### src/rcf_pkg.sv
// Package for the rational continued fraction core.
// Shared widths, term limit default and sequencer state type.
// No dependencies.
package rcf_pkg;

    localparam int DATA_W            = 64;
    localparam int MAX_TERMS_DEFAULT = 64;

    typedef enum logic [1:0] {
        ST_IDLE,
        ST_LOAD,
        ST_WAIT
    } rcf_state_t;

endpackage

### src/rcf_div.sv
// Restoring divider, one quotient bit per cycle.
// Uses rcf_pkg for the data width.
module rcf_div (
    input  logic                       clk,
    input  logic                       rst_n,
    input  logic                       start,
    input  logic [rcf_pkg::DATA_W-1:0] dividend,
    input  logic [rcf_pkg::DATA_W-1:0] divisor,
    output logic                       done,
    output logic [rcf_pkg::DATA_W-1:0] quotient,
    output logic [rcf_pkg::DATA_W-1:0] remainder
);
    import rcf_pkg::*;

    localparam int CntW = $clog2(DATA_W);

    logic [DATA_W-1:0] rem_reg, rem_next;
    logic [DATA_W-1:0] quo_reg, quo_next;
    logic [DATA_W-1:0] dsr_reg, dsr_next;
    logic [CntW-1:0]   cnt_reg, cnt_next;
    logic              run_reg, run_next;
    logic              done_reg, done_next;
    logic [DATA_W:0]   shifted;
    logic [DATA_W:0]   diff;

    assign shifted = {rem_reg, quo_reg[DATA_W-1]};
    assign diff    = shifted - {1'b0, dsr_reg};

    always_comb
    begin
        rem_next  = rem_reg;
        quo_next  = quo_reg;
        dsr_next  = dsr_reg;
        cnt_next  = cnt_reg;
        run_next  = run_reg;
        done_next = 1'b0;
        if (start)
        begin
            rem_next = '0;
            quo_next = dividend;
            dsr_next = divisor;
            cnt_next = '0;
            run_next = 1'b1;
        end
        else if (run_reg)
        begin
            // borrow clear means the shifted remainder covers the divisor
            if (!diff[DATA_W])
            begin
                rem_next = diff[DATA_W-1:0];
                quo_next = {quo_reg[DATA_W-2:0], 1'b1};
            end
            else
            begin
                rem_next = shifted[DATA_W-1:0];
                quo_next = {quo_reg[DATA_W-2:0], 1'b0};
            end
            cnt_next = cnt_reg + 1'b1;
            if (cnt_reg == CntW'(DATA_W - 1))
            begin
                run_next  = 1'b0;
                done_next = 1'b1;
            end
        end
    end

    always_ff @(posedge clk or negedge rst_n)
    begin
        if (!rst_n)
        begin
            run_reg  <= 1'b0;
            done_reg <= 1'b0;
            cnt_reg  <= '0;
        end
        else
        begin
            run_reg  <= run_next;
            done_reg <= done_next;
            cnt_reg  <= cnt_next;
        end
    end

    always_ff @(posedge clk)
    begin
        rem_reg <= rem_next;
        quo_reg <= quo_next;
        dsr_reg <= dsr_next;
    end

    assign done      = done_reg;
    assign quotient  = quo_reg;
    assign remainder = rem_reg;

endmodule

### src/rational_continued_fraction_core.sv
// Continued fraction expansion of a signed rational, one coefficient per strobe.
// Each coefficient costs one pass of the shared divider.
// A transaction with k coefficients keeps busy high while they are computed, k <= MAX_TERMS.
// Results are registered and shown for one cycle on strobe; the receiver cannot stall.
// Reset (rst_n low, asynchronous) returns the sequencer to idle; no results pending.
// Depends on rcf_pkg and rcf_div.
module rational_continued_fraction_core #(
    parameter int MAX_TERMS = rcf_pkg::MAX_TERMS_DEFAULT
) (
    input  logic                       clk,
    input  logic                       rst_n,
    input  logic                       start,
    output logic                       busy,
    input  logic [rcf_pkg::DATA_W-1:0] numerator,
    input  logic [rcf_pkg::DATA_W-1:0] denominator,
    input  logic                       negative,
    output logic                       strobe,
    output logic [rcf_pkg::DATA_W-1:0] coefficient,
    output logic                       coefficient_negative,
    output logic                       last,
    output logic                       truncated
);
    import rcf_pkg::*;

    localparam int CntW = $clog2(MAX_TERMS + 1);

    rcf_state_t        state_reg, state_next;
    logic [DATA_W-1:0] a_reg, a_next;
    logic [DATA_W-1:0] b_reg, b_next;
    logic              neg_reg, neg_next;
    logic              first_reg, first_next;
    logic [CntW-1:0]   count_reg, count_next;
    logic              strobe_reg, strobe_next;
    logic [DATA_W-1:0] coef_reg, coef_next;
    logic              cneg_reg, cneg_next;
    logic              last_reg, last_next;
    logic              trunc_reg, trunc_next;

    logic              div_start;
    logic              div_done;
    logic [DATA_W-1:0] div_quo;
    logic [DATA_W-1:0] div_rem;
    logic              rem_zero;
    logic              at_limit;

    rcf_div u_div (
        .clk       (clk),
        .rst_n     (rst_n),
        .start     (div_start),
        .dividend  (a_reg),
        .divisor   (b_reg),
        .done      (div_done),
        .quotient  (div_quo),
        .remainder (div_rem)
    );

    assign rem_zero = (div_rem == '0);
    assign at_limit = ((count_reg + 1'b1) == CntW'(MAX_TERMS));

    always_comb
    begin
        state_next  = state_reg;
        a_next      = a_reg;
        b_next      = b_reg;
        neg_next    = neg_reg;
        first_next  = first_reg;
        count_next  = count_reg;
        strobe_next = 1'b0;
        coef_next   = coef_reg;
        cneg_next   = cneg_reg;
        last_next   = last_reg;
        trunc_next  = trunc_reg;
        div_start   = 1'b0;
        unique case (state_reg)
            ST_IDLE:
            begin
                if (start)
                begin
                    a_next     = numerator;
                    // zero denominator behaves as one
                    b_next     = (denominator == '0) ? DATA_W'(1) : denominator;
                    neg_next   = negative;
                    first_next = 1'b1;
                    count_next = '0;
                    state_next = ST_LOAD;
                end
            end
            ST_LOAD:
            begin
                div_start  = 1'b1;
                state_next = ST_WAIT;
            end
            ST_WAIT:
            begin
                if (div_done)
                begin
                    strobe_next = 1'b1;
                    first_next  = 1'b0;
                    count_next  = count_reg + 1'b1;
                    a_next      = b_reg;
                    if (first_reg && neg_reg && !rem_zero)
                    begin
                        // floor of a negative non-integer: bump magnitude, flip fraction
                        coef_next = div_quo + 1'b1;
                        cneg_next = 1'b1;
                        b_next    = b_reg - div_rem;
                    end
                    else
                    begin
                        coef_next = div_quo;
                        cneg_next = first_reg && neg_reg && (div_quo != '0);
                        b_next    = div_rem;
                    end
                    // the flipped fraction is nonzero exactly when the remainder is
                    last_next  = rem_zero || at_limit;
                    trunc_next = at_limit && !rem_zero;
                    state_next = (rem_zero || at_limit) ? ST_IDLE : ST_LOAD;
                end
            end
            default:
            begin
                state_next = ST_IDLE;
            end
        endcase
    end

    always_ff @(posedge clk or negedge rst_n)
    begin
        if (!rst_n)
        begin
            state_reg  <= ST_IDLE;
            strobe_reg <= 1'b0;
            first_reg  <= 1'b0;
            count_reg  <= '0;
        end
        else
        begin
            state_reg  <= state_next;
            strobe_reg <= strobe_next;
            first_reg  <= first_next;
            count_reg  <= count_next;
        end
    end

    always_ff @(posedge clk)
    begin
        a_reg     <= a_next;
        b_reg     <= b_next;
        neg_reg   <= neg_next;
        coef_reg  <= coef_next;
        cneg_reg  <= cneg_next;
        last_reg  <= last_next;
        trunc_reg <= trunc_next;
    end

    assign busy                 = (state_reg != ST_IDLE);
    assign strobe               = strobe_reg;
    assign coefficient          = coef_reg;
    assign coefficient_negative = cneg_reg;
    assign last                 = last_reg;
    assign truncated            = trunc_reg;

    // a non-final coefficient always leaves another divide pass in flight
    a_mid_run_busy: assert property (@(posedge clk) disable iff (!rst_n)
        (strobe_reg && !last_reg) |-> busy)
        else $error("sequencer idle after a non-final coefficient");

    // the final coefficient ends the transaction
    a_last_idle: assert property (@(posedge clk) disable iff (!rst_n)
        (strobe_reg && last_reg) |-> !busy)
        else $error("sequencer still busy after the final coefficient");

    // a negative coefficient can only be the first of a transaction
    a_neg_first: assert property (@(posedge clk) disable iff (!rst_n)
        (strobe_reg && cneg_reg) |-> (count_reg == CntW'(1)))
        else $error("negative coefficient past the first term");

    // truncation is only ever flagged at the term limit
    a_trunc_limit: assert property (@(posedge clk) disable iff (!rst_n)
        (strobe_reg && trunc_reg) |-> (last_reg && count_reg == CntW'(MAX_TERMS)))
        else $error("truncated flag away from the term limit");

endmodule
### config.mk
export PLATFORM = sky130hd
export DESIGN_NAME = rational_continued_fraction_core
export DESIGN_NICKNAME = d
export VERILOG_FILES = /design/src/rcf_pkg.sv /design/src/rcf_div.sv /design/src/rational_continued_fraction_core.sv
export SDC_FILE = /design/constraint.sdc
export NUM_CORES = 1
export LEC_CHECK = 0
export BUFFER_PORTS_ARGS = -buffer_cell sky130_fd_sc_hd__buf_2
export CAP_MARGIN = 10
export CORE_ASPECT_RATIO = 1.4
export CORE_MARGIN = 1
export CORE_UTILIZATION = 62
export CTS_CLUSTER_DIAMETER = 150
export DETAILED_ROUTE_END_ITERATION = 16
export GPL_TIMING_DRIVEN = 0
export PLACE_DENSITY = 0.88
export SLEW_MARGIN = 5
export SYNTH_ARGS = -nofsm -noshare
export SYNTH_HDL_FRONTEND = slang
export SYNTH_HIERARCHICAL = 1
export SYNTH_SLANG_ARGS = --single-unit
export TNS_END_PERCENT = 50
### constraint.sdc
create_clock -name clk -period 7.57 [get_ports clk]
set_input_delay 0.3785 -clock clk [delete_from_list [all_inputs] [get_ports clk]]
set_output_delay 0.3785 -clock clk [all_outputs]
set_load 0.1 [all_outputs]
# After elaboration in Yosys (flattened, before gate mapping)
# Cells that the tools add are included.
totals:
  inputBits: 132
  wordCells: 79
  out_inout_bits: 69
  regBits: 407
op_classes:
  eq_ne: 6
  mux: 34
  add_sub_neg: 5
  reduce_logical: 17
ops:
  columns: ["operator", "n"]
  rows:
  - ["$mux 64", 10]
  - ["$pmux 64 s2", 2]
  - ["$logic_not 64->1", 2]
  - ["$sub 65x64->65", 1]
  - ["$add 64x1->64 const B", 1]
  - ["$reduce_bool 64->1", 1]
  - ["$sub 64x64->64", 1]
  - ["$mux 7", 2]
  - ["$pmux 7 s2", 1]
  - ["$mux 1", 13]
  - ["$mux 6", 2]
  - ["$add 7x1->7 const B", 1]
  - ["$eq 7x7->1 const B", 1]
  - ["$add 6x1->6 const B", 1]
  - ["$eq 6x6->1 const B", 1]
  - ["$pmux 2 s3", 1]
  - ["$reduce_and 2->1", 3]
  - ["$reduce_bool 2->1", 3]
  - ["$logic_and 1x1->1", 4]
  - ["$mux 2", 2]
  - ["$reduce_and 3->1", 1]
  - ["$eq 2x1->1 const B", 1]
  - ["$eq 2x2->1 const B", 1]
  - ["$logic_not 2->1", 1]
  - ["other kinds (5)", 5]

# Logic depth before layout (Yosys ltp)
# Gate-level depths: netlist of run 1.
depth:
  word_depth: 6
  ltp_mapped: 15
  ltp_nobuf: 14

# Cells and area by module
# The synthesis of run 1 kept the hierarchy.
modules_own_cells:
  columns: ["mod", "area_per_inst_um2", "n_inst", "seq_area_each_um2", "cells_per_inst"]
  rows:
  - ["rational_continued_fraction_core", 13827.0, 1, 6160.9, 1574]
  - ["rcf_div", 12131.6, 1, 5325.1, 1272]

# Least setup slack after synthesis of run 1
# OpenSTA, ideal clock, no wires.
synth_path:
  kind: "register to register"
  startpoint: "register state_reg[1]"
  endpoint: "register count_reg[3]"
  t_arrival_ns: 5.575
  synth_period_minus_slack_ns: 5.704
  required_ns: 7.441
  stages_incl_launch_ff: 9
  n_path_buf: 0
  setup_slack_ns: 1.866
  setup_time_ns: 0.129
  cell_sequence: "dfrtp_1 -> nor2b_1 -> nand2_1 -> inv_1 -> nor2_1 -> inv_1 -> o21ai_0 -> nand2_1 -> o21ai_0"
synth_between:
  elab_chain_cells: 3
  word_cells_on_any_way: 7
  cone_classes: "3 x eq/ne; 1 x mux; 3 x reduce/logical"
synth_lines:
  columns: ["item", "line", "source"]
  rows:
  - ["from (decl)", "rational_continued_fraction_core.sv:27", "rcf_state_t state_reg, state_next;"]
  - ["from (signal assigned)", "rational_continued_fraction_core.sv:138", "state_reg <= state_next;"]
  - ["$eq 2x2->1 / $logic_not 2->1 (equally long branches)", "rational_continued_fraction_core.sv:74", "unique case (state_reg)"]
  - ["$ne 2x1->1 (no source line) (tied with other cells)", null, null]
  - ["$reduce_and 3->1 (no source line)", null, null]
  - ["to (signal assigned)", "rational_continued_fraction_core.sv:141", "count_reg <= count_next;"]
  - ["to (decl)", "rational_continued_fraction_core.sv:32", "logic [CntW-1:0] count_reg, count_next;"]
# Parallel ways exist; a longest one is shown, timed or not.
# A chain may end at the register's enable or synchronous reset.

# Worst setup path after layout of run 1
layout_path:
  startpoint: "register u_div.rem_reg[57] (netlist: u_div/remainder[57])"
  endpoint: "register b_reg[37], data pin"
layout_between:
  elab_chain_cells: 6
layout_lines:
  columns: ["item", "line", "source"]
  rows:
  - ["from (decl)", "rcf_div.sv:17", "logic [DATA_W-1:0] rem_reg, rem_next;"]
  - ["from (signal assigned)", "rcf_div.sv:85", "rem_reg <= rem_next;"]
  - ["$logic_not 64->1", "rational_continued_fraction_core.sv:57", "assign rem_zero = (div_rem == '0);"]
  - ["$logic_not 1->1", "rational_continued_fraction_core.sv:101", "if (first_reg && neg_reg && !rem_zero)"]
  - ["$logic_and 1x1->1", "rational_continued_fraction_core.sv:101", null]
  - ["$mux 64", "rational_continued_fraction_core.sv:101", null]
  - ["$mux 64", "rational_continued_fraction_core.sv:95", "if (div_done)"]
  - ["$pmux 64 s2", "rational_continued_fraction_core.sv:74", null]
  - ["net b_next[37]", "rational_continued_fraction_core.sv:29", "logic [DATA_W-1:0] b_reg, b_next;"]
  - ["to (signal assigned)", "rational_continued_fraction_core.sv:148", "b_reg <= b_next;"]
  - ["to (decl)", "rational_continued_fraction_core.sv:29", null]
# The timed path passes the listed nets, and every way through them passes these cells. The select of a mux whose other input is x is not followed.

==> out/metrics.yaml, run 1 <==
outcome:
  run_status: "completed"
sta:
  drv_slew: 0
  max_slew_margin_pct: 4.54
  setup_viol: 0
  fin_crit_sh_pct: 70.0
  hold_violations: 0
  fin_crit_ps: 5300
  tightestPinTransition_ps: 1420
  timing.fmax_mhz: 189
  rsz0062_at_grt: "no"
  tns_ps: 0
  fin_skew_ps: 35.7
critical_path:
  crit_type: "flip-flop to flip-flop"
  r2r_cells: 9
  cpMaxStageDelayCell: "nor4_2"
  start_kind: "flip-flop"
  crit_start: "u_div/remainder[57]"
  regToRegStartpoint: "u_div/remainder[57]"
  path_buf_inv: 2
  critPathMostFrequentCell: "clkbuf_1"
  crit_fanout: 10
  path_delay_family: "simple AND/OR/NAND/NOR gates"
  worstPathCellList: "nor4_1 -> nand4_1 -> nor4_2 -> or2_1 -> clkbuf_1 -> clkbuf_1 -> nor2_1 -> a21oi_1 -> o21ai_1"
  cp_data_required_time_ps: 7870
  worst_path_largest_cell_delay_ps: 950
  cp.depth: 9
  cp-end-kind: "flip-flop"
  crit_arrival_ps: 5600
route:
  drtPass1Iterations: 10
  drc_errors: 0
  vias_per_cell: 6.66
  drt_iter0_drc: 3058
  ant_nets: 0
  routed_wl_um: 95500
  num_vias: 24400
  wl_per_cell_um: 26.0
placed_design:
  placed_cell_area_um2: 27800
  gp_congestion: 1.03
  dp.cells: 3591
  hpwl_um: 72100
  io_buffers: 200
worst_hold_path:
  whs_path_depth: 3
  hp-start: "numerator[6]"
  hold_path_class: "input pin to flip-flop"
logic_synthesis:
  synth_cell_types: 90
  ys_seq_elements: 407
  synth-compound-area-share_pct: 16.9
  synthArstFlopShare_pct: 4.67
  syn_inst: 2846
  ys.flop_type: "edfxtp_1"
  synth_edf_count: 324
  syn_avg_cell_area_um2: 9.12
  synth_fp_nets: 3111
  synth_top_family_by_area: "simple AND/OR/NAND/NOR gates"
  synthAdderAreaFrac_pct: 6.47
  yosysSeqAreaShare_pct: 44.2
  synth-simple-area-share_pct: 19.0
  ys_warn_count: 6
  synth-xor-area-share_pct: 5.84
  synthMuxAreaShare_pct: 2.93
  syn-cell-area_um2: 26000
clock_network:
  clk_path_buf_depth: 3
  clk_pin_slew_ps: 70
  numClockSinks: 407
  cts_made_buffers: 41
  clock_latency_ps: 590
  cts_max_level: 2
  cts_tree: "built"
  clockRootBuffer: "clkbuf_16"
  cts_setup_buffers: 0
power_and_ir_drop:
  power_density_nw_per_um2: 510
  comb_power_share_pct: 56.9
  p_seq_share_pct: 29.2
  p_clk_share_pct: 13.9
  peakVddDrop_v: 0.000307
  p_leak_nw: 11.8
  power_mw: 14.9
  power_switching_mw: 7.22
  cell_internal_pwr_mw: 7.64
  p_sw_share_pct: 48.6
floorplan:
  die_h_um: 244
  rows: 88
  die_area_um2: 42700
  start_util_pct: 62.9
  io_pins: 201
  coreArea_um2: 41300
  die_x_um: 175
cells_and_area:
  nets: 3363
  drive_gt1_share_pct: 13.1
  final_cells: 3670
  syn2layout_area_growth_pct: 12.2
  fin_area_um2: 29100
  final_common_cell: "nand2_1"
  most-common-layout-cells: "508 x nand2_1, 324 x edfxtp_1, 230 x a21oi_1"
job:
  maxCapViolations: 0
global_route:
  grtUsageTotal_pct: 44.0
  grt_max_degree: 83
  gr-total-overflow: 0
  antenna_found_initial: 2
  grt_pass1_wl_um: 140000
  grt_pass1_vias: 23700
layout make-up:
| type | instances | area [um^2] |
|---|---|---|
| fill | 3173 | 12200 |
| inverter | 177 | 669 |
| sequential | 407 | 11500 |
| timing repair buffer | 209 | 1150 |
| buffer | 130 | 542 |
| tap | 540 | 676 |
| antenna | 1 | 2.50 |
| clock inverter | 25 | 259 |
| clock buffer | 49 | 1070 |
| multi-input combinational | 2132 | 13300 |
cells in the mapped netlist, types with 5 or more instances:
master | instances | share of area, %
nand2_1 | 508 | 7.3
edfxtp_1 | 324 | 37
a21oi_1 | 230 | 4.4
nor2_1 | 214 | 3.1
inv_1 | 175 | 2.5
ha_1 | 131 | 6.3
xnor2_1 | 123 | 4.1
o21ai_0 | 113 | 2.2
clkbuf_1 | 89 | 1.3
a21o_1 | 71 | 2.1
dfxtp_1 | 64 | 4.9
mux2_2 | 64 | 2.8
nand3_1 | 64 | 1.2
nand4_1 | 64 | 1.5
nor4_1 | 58 | 1.4
a311oi_1 | 50 | 1.7
xor2_1 | 50 | 1.7
nor3_1 | 35 | 0.67
o21bai_1 | 34 | 0.98
o21ai_1 | 30 | 0.58
a31oi_1 | 29 | 0.70
buf_2 | 27 | 0.52
o21a_1 | 23 | 0.67
and3_1 | 22 | 0.53
dfrtp_1 | 19 | 1.8
or3_1 | 18 | 0.43
nor2b_1 | 14 | 0.34
o211ai_1 | 14 | 0.40
and2_1 | 12 | 0.29
nand2b_1 | 12 | 0.29
buf_1 | 10 | 0.14
and4_1 | 9 | 0.30
nand3b_1 | 9 | 0.26
a211oi_1 | 8 | 0.23
o31ai_1 | 7 | 0.20
or4_1 | 6 | 0.17
a21boi_0 | 5 | 0.14
a32oi_1 | 5 | 0.17
o211ai_2 | 5 | 0.24
o21ai_2 | 5 | 0.17
o22ai_1 | 5 | 0.12
or2_1 | 5 | 0.12
per-stage QoR:
step / hold WS (ps) / utilization [%] / worst slack (ps)
3_3_place_gp: 342 / 66.9 / -766
6_report: 72.2 / 70.6 / 2270
4_1_cts: 58.4 / 70.5 / 2630
2_1_floorplan: 82.9 / - / 1870
5_1_grt: 90.0 / 70.5 / 2510
3_5_place_dp: 349 / 67.2 / 2690
cell families (layout without fill, tap and decap cells):
logic type	count (synthesis)	in the layout
buffers and inverters	307	590
XOR/XNOR	173	173
AO/OA/AOI/OAI	682	682
flip-flops	407	407
AND/OR/NAND/NOR	1076	1076
other	0	1
adder cells (fa/ha/maj)	133	133
multiplexers	68	68
layer usage:
layer	routed length (um)	vias up	GRT usage, %
met5	11	-	0
met4	8260	2	33.5
met3	9310	398	8.33
met2	45100	1717	73.3
met1	32800	11600	49.9
li1	-	10800	-
worst paths after layout:
check                                         to  slack, ps
worst max register to register         b_reg[37]       2270
min in group asynchronous       u_div/cnt_reg[4]        290
max in group asynchronous       u_div/cnt_reg[3]       6940
worst min register to register  u_div/dsr_reg[0]        460
worst min-delay path                    a_reg[6]         70
worst max-delay path                   b_reg[37]       2270
what timing repair did:
item                                    in CTS  in global routing
endpoints found under the setup margin       0                  0
endpoints found under the hold margin       20                  0
resized for setup                            0                  0
hold buffers                                 2                  0
power groups by stage:
| stage | Sequential [mW] | Clock (mW) | Combinational, mW |
|---|---|---|---|
| 2_1_floorplan | 3.96 | 0 | 5.91 |
| 3_5_place_dp | 4.32 | 0 | 8.06 |
| 6_report | 4.34 | 2.07 | 8.45 |
| 5_1_grt | 4.38 | 2.13 | 9.06 |
| 4_1_cts | 4.29 | 2.05 | 8.17 |
| 3_3_place_gp | 4.31 | 0 | 7.83 |
worst reg2reg max path: stages (launching register included):
cell      delay (ps)
dfxtp_1          410
nor4_1           890
nand4_1          370
nor4_2           950
or2_1            240
clkbuf_1         780
clkbuf_1         930
nor2_1           120
a21oi_1          240
o21ai_1           80
No activity file was read; power rests on OpenSTA's default activity.
==> run 2: changes to the inputs <==
--- a/config.mk
+++ b/config.mk
@@ -9,11 +9,11 @@
 export CAP_MARGIN = 10
 export CORE_ASPECT_RATIO = 1.4
 export CORE_MARGIN = 1
-export CORE_UTILIZATION = 62
+export CORE_UTILIZATION = 56
 export CTS_CLUSTER_DIAMETER = 150
 export DETAILED_ROUTE_END_ITERATION = 16
 export GPL_TIMING_DRIVEN = 0
-export PLACE_DENSITY = 0.88
+export PLACE_DENSITY = 0.84
 export SLEW_MARGIN = 5
 export SYNTH_ARGS = -nofsm -noshare
 export SYNTH_HDL_FRONTEND = slang
==> constraint.sdc (replaced) <==
create_clock -name clk -period 4.5 [get_ports clk]
set_input_delay 0.225 -clock clk [delete_from_list [all_inputs] [get_ports clk]]
set_output_delay 0.225 -clock clk [all_outputs]
set_load 0.1 [all_outputs]
==> out/metrics.yaml, run 2 (synthesis gave the netlist of run 1 again) <==
outcome:
  run_status: "complete, but fails checks"
  violations: "setup timing"
critical_path:
  r2r_cells: 14  # +5
  crit_arrival_ps: 4880  # -720 ps
  worstPathCellList: "inv_1 -> ha_1 -> buf_2 -> nand4_2 -> or2_0 -> or4_1 -> a21oi_2 -> nor2_1 -> o21ai_4 -> a21oi_2 -> o31ai_4 -> mux2i_1 -> or3_1 -> a32o_1"
  crit_type: "flip-flop to flip-flop"
  ff2ff_setup_slack_ps: -50  # -2310 ps
  crit_fanout: 7  # -3
  regToRegStartpoint: "u_div/remainder[27]"
  critPathMostFrequentCell: "a21oi_2"
  start_kind: "flip-flop"
  cp.depth: 14  # +5
  rr_endpoint: "b_reg[63]"
  cp-end-kind: "flip-flop"
  path_delay_family: "simple AND/OR/NAND/NOR gates"
  worst_path_largest_cell_delay_ps: 580  # -370 ps
  cp_data_required_time_ps: 4830  # -3040 ps
  path_buf_inv: 2  # unchanged
  cpMaxStageDelayCell: "or4_1"
power_and_ir_drop:
  p_sw_share_pct: 48.1  # -0.42 points
  power_switching_mw: 12.2  # +69%
  p_clk_share_pct: 14.6  # +0.7 points
  cell_internal_pwr_mw: 13.1  # +72%
  p_seq_share_pct: 28.7  # -0.5 points
  peakVddDrop_v: 0.000509  # +66%
  comb_power_share_pct: 56.6  # -0.3 points
  p_leak_nw: 12.3  # +3.7%
  power_density_nw_per_um2: 838  # +64%
route:
  drt_iter0_drc: 2614  # -15%
  ant_nets: 0  # unchanged
  num_vias: 24600  # +0.78%
  vias_per_cell: 6.42  # -3.5%
  top_layer_used: "met4"
  drt-met1-wl_um: 34200  # +4.3%
  met2WireLength_um: 47700  # +5.7%
  drc_errors: 0  # unchanged
  wl_met3_um: 8380  # -10%
  drtPass1Iterations: 6  # -4
  wl_per_cell_um: 25.9  # -0.48%
  routed_wl_um: 99300  # +4.0%
sta:
  fin_skew_ps: 35.8  # +0.158 ps
  timing.final.ws_setup_ps: -46.5  # -2310 ps
  tightestPinTransition_ps: 1340  # -82.8 ps
  fin_crit_sh_pct: 101  # +31 points
  tns_ps: -88.3  # -88.3 ps
  setup_viol: 3  # +3
  drv_slew: 0  # unchanged
  timing.fmax_mhz: 220  # +17%
  rsz0062_at_grt: "yes"
  hold_violations: 0  # unchanged
  max_slew_margin_pct: 10.9  # +6.4 points
  fin_crit_ps: 4550  # -756 ps
placed_design:
  gp_congestion: 1.02  # -0.85%
  hpwl_um: 75200  # +4.3%
  io_buffers: 200  # unchanged
cells_and_area:
  nets: 3449  # +2.6%
  nFillCells: 3699  # +17%
  final_common_cell: "nand2_1"
  syn2layout_area_growth_pct: 16.6
  drive_gt1_share_pct: 13.2  # +0.11 points
  most-common-layout-cells: "508 x nand2_1, 324 x edfxtp_1, 229 x a21oi_1"
  fin_util_pct: 66.0  # -4.6 points
  diodes: 0  # -1
clock_network:
  clk_path_buf_depth: 3  # unchanged
  numClockSinks: 407  # unchanged
  cts_tree: "built"
  cts_setup_buffers: 0  # unchanged
  cts_max_level: 2  # unchanged
  clockRootBuffer: "clkbuf_16"
  cts_made_buffers: 41  # unchanged
  clock_latency_ps: 580  # about the same
  clk_pin_slew_ps: 60  # about the same
global_route:
  grt_pass1_wl_um: 146000  # +4.0%
  grt_max_degree: 48  # -42%
  gr-total-overflow: 0  # unchanged
  grtUsageTotal_pct: 41.7  # -2.3 points
  grt_pass1_vias: 24500  # +3.5%
  antenna_found_initial: 2  # unchanged
worst_hold_path:
  hold_path_class: "input pin to flip-flop"
  hp-start: "numerator[34]"
  holdPathEnd: "a_reg[34]"
  whs_path_depth: 3  # unchanged
floorplan:
  coreArea_um2: 45800  # +11%
  die_x_um: 184  # +5.2%
  io_pins: 201  # unchanged
  start_util_pct: 56.6  # -6.2 points
  rows: 93  # +5.7%
  die_h_um: 257  # +5.2%
  die_area_um2: 47200  # +11%
job:
  maxCapViolations: 0  # unchanged
## run 2: power groups by stage
stage | clock network [mW] | registers [mW] | logic [mW]
4_1_cts | 3.69 | 7.20 | 13.9
5_1_grt | 3.84 | 7.38 | 15.4
3_3_place_gp | 0 | 7.24 | 13.4
3_5_place_dp | 0 | 7.27 | 13.7
6_report | 3.71 | 7.29 | 14.4
2_1_floorplan | 0 | 6.64 | 9.94
## run 2: worst reg2reg max path: stages (launching register included)
cell,delay [ps]
dfxtp_1,470
inv_1,80
ha_1,270
buf_2,200
nand4_2,250
or2_0,410
or4_1,580
a21oi_2,320
nor2_1,210
o21ai_4,310
a21oi_2,210
o31ai_4,300
mux2i_1,130
or3_1,320
a32o_1,250
## run 2: how the worst max path moves through the flow
stage / from / to / slack, ps
finish: u_div/remainder[27] / b_reg[63] / -50
global route: u_div/remainder[26] / b_reg[63] / -70
CTS: u_div/remainder[27] / b_reg[63] / 20
detailed placement: u_div/remainder[27] / b_reg[63] / -290
global placement: state_reg[1] / u_div/quotient[44] / -1940
floorplan: state_reg[1] / a_reg[0] / 20
## run 2: per-layer routing
layer / vias to the layer above / global-route usage [%]
li1: 10900 / -
met1: 11800 / 45.8
met2: 1518 / 70.8
met3: 420 / 7.36
met4: 0 / 32.5
met5: - / 0
## run 2: cell type report
class / instances / area, um^2 / area share, %
Multi-Input combinational cell: 2132 / 13300 / 44.1
Sequential cell: 407 / 11500 / 38.0
Timing Repair Buffer: 295 / 2020 / 6.67
Clock buffer: 51 / 1100 / 3.65
Tap cell: 617 / 772 / 2.55
Inverter: 177 / 672 / 2.22
Buffer: 130 / 544 / 1.80
Clock inverter: 25 / 325 / 1.08
## run 2: metrics by stage
stage          setup slack, ps  cell area [um^2]  total power [mW]  std cells  hold WS (ps)
2_1_floorplan             20.4             26000              16.6       2846         -70.6
3_3_place_gp             -1940             27700              20.6       3663           189
3_5_place_dp              -287             27900              21.0       3670           200
4_1_cts                   17.5             30200              24.8       3833         0.825
5_1_grt                  -75.0             30300              26.6       3834          12.5
6_report                 -46.5             30300              25.4       3834          29.5
## run 2: repair_timing
item	4_1_cts	5_1_grt
resized for setup	8	3
endpoints found under the hold margin	105	0
pin swaps	0	0
gates cloned	0	0
setup endpoints to repair	33	7
hold buffers	87	0
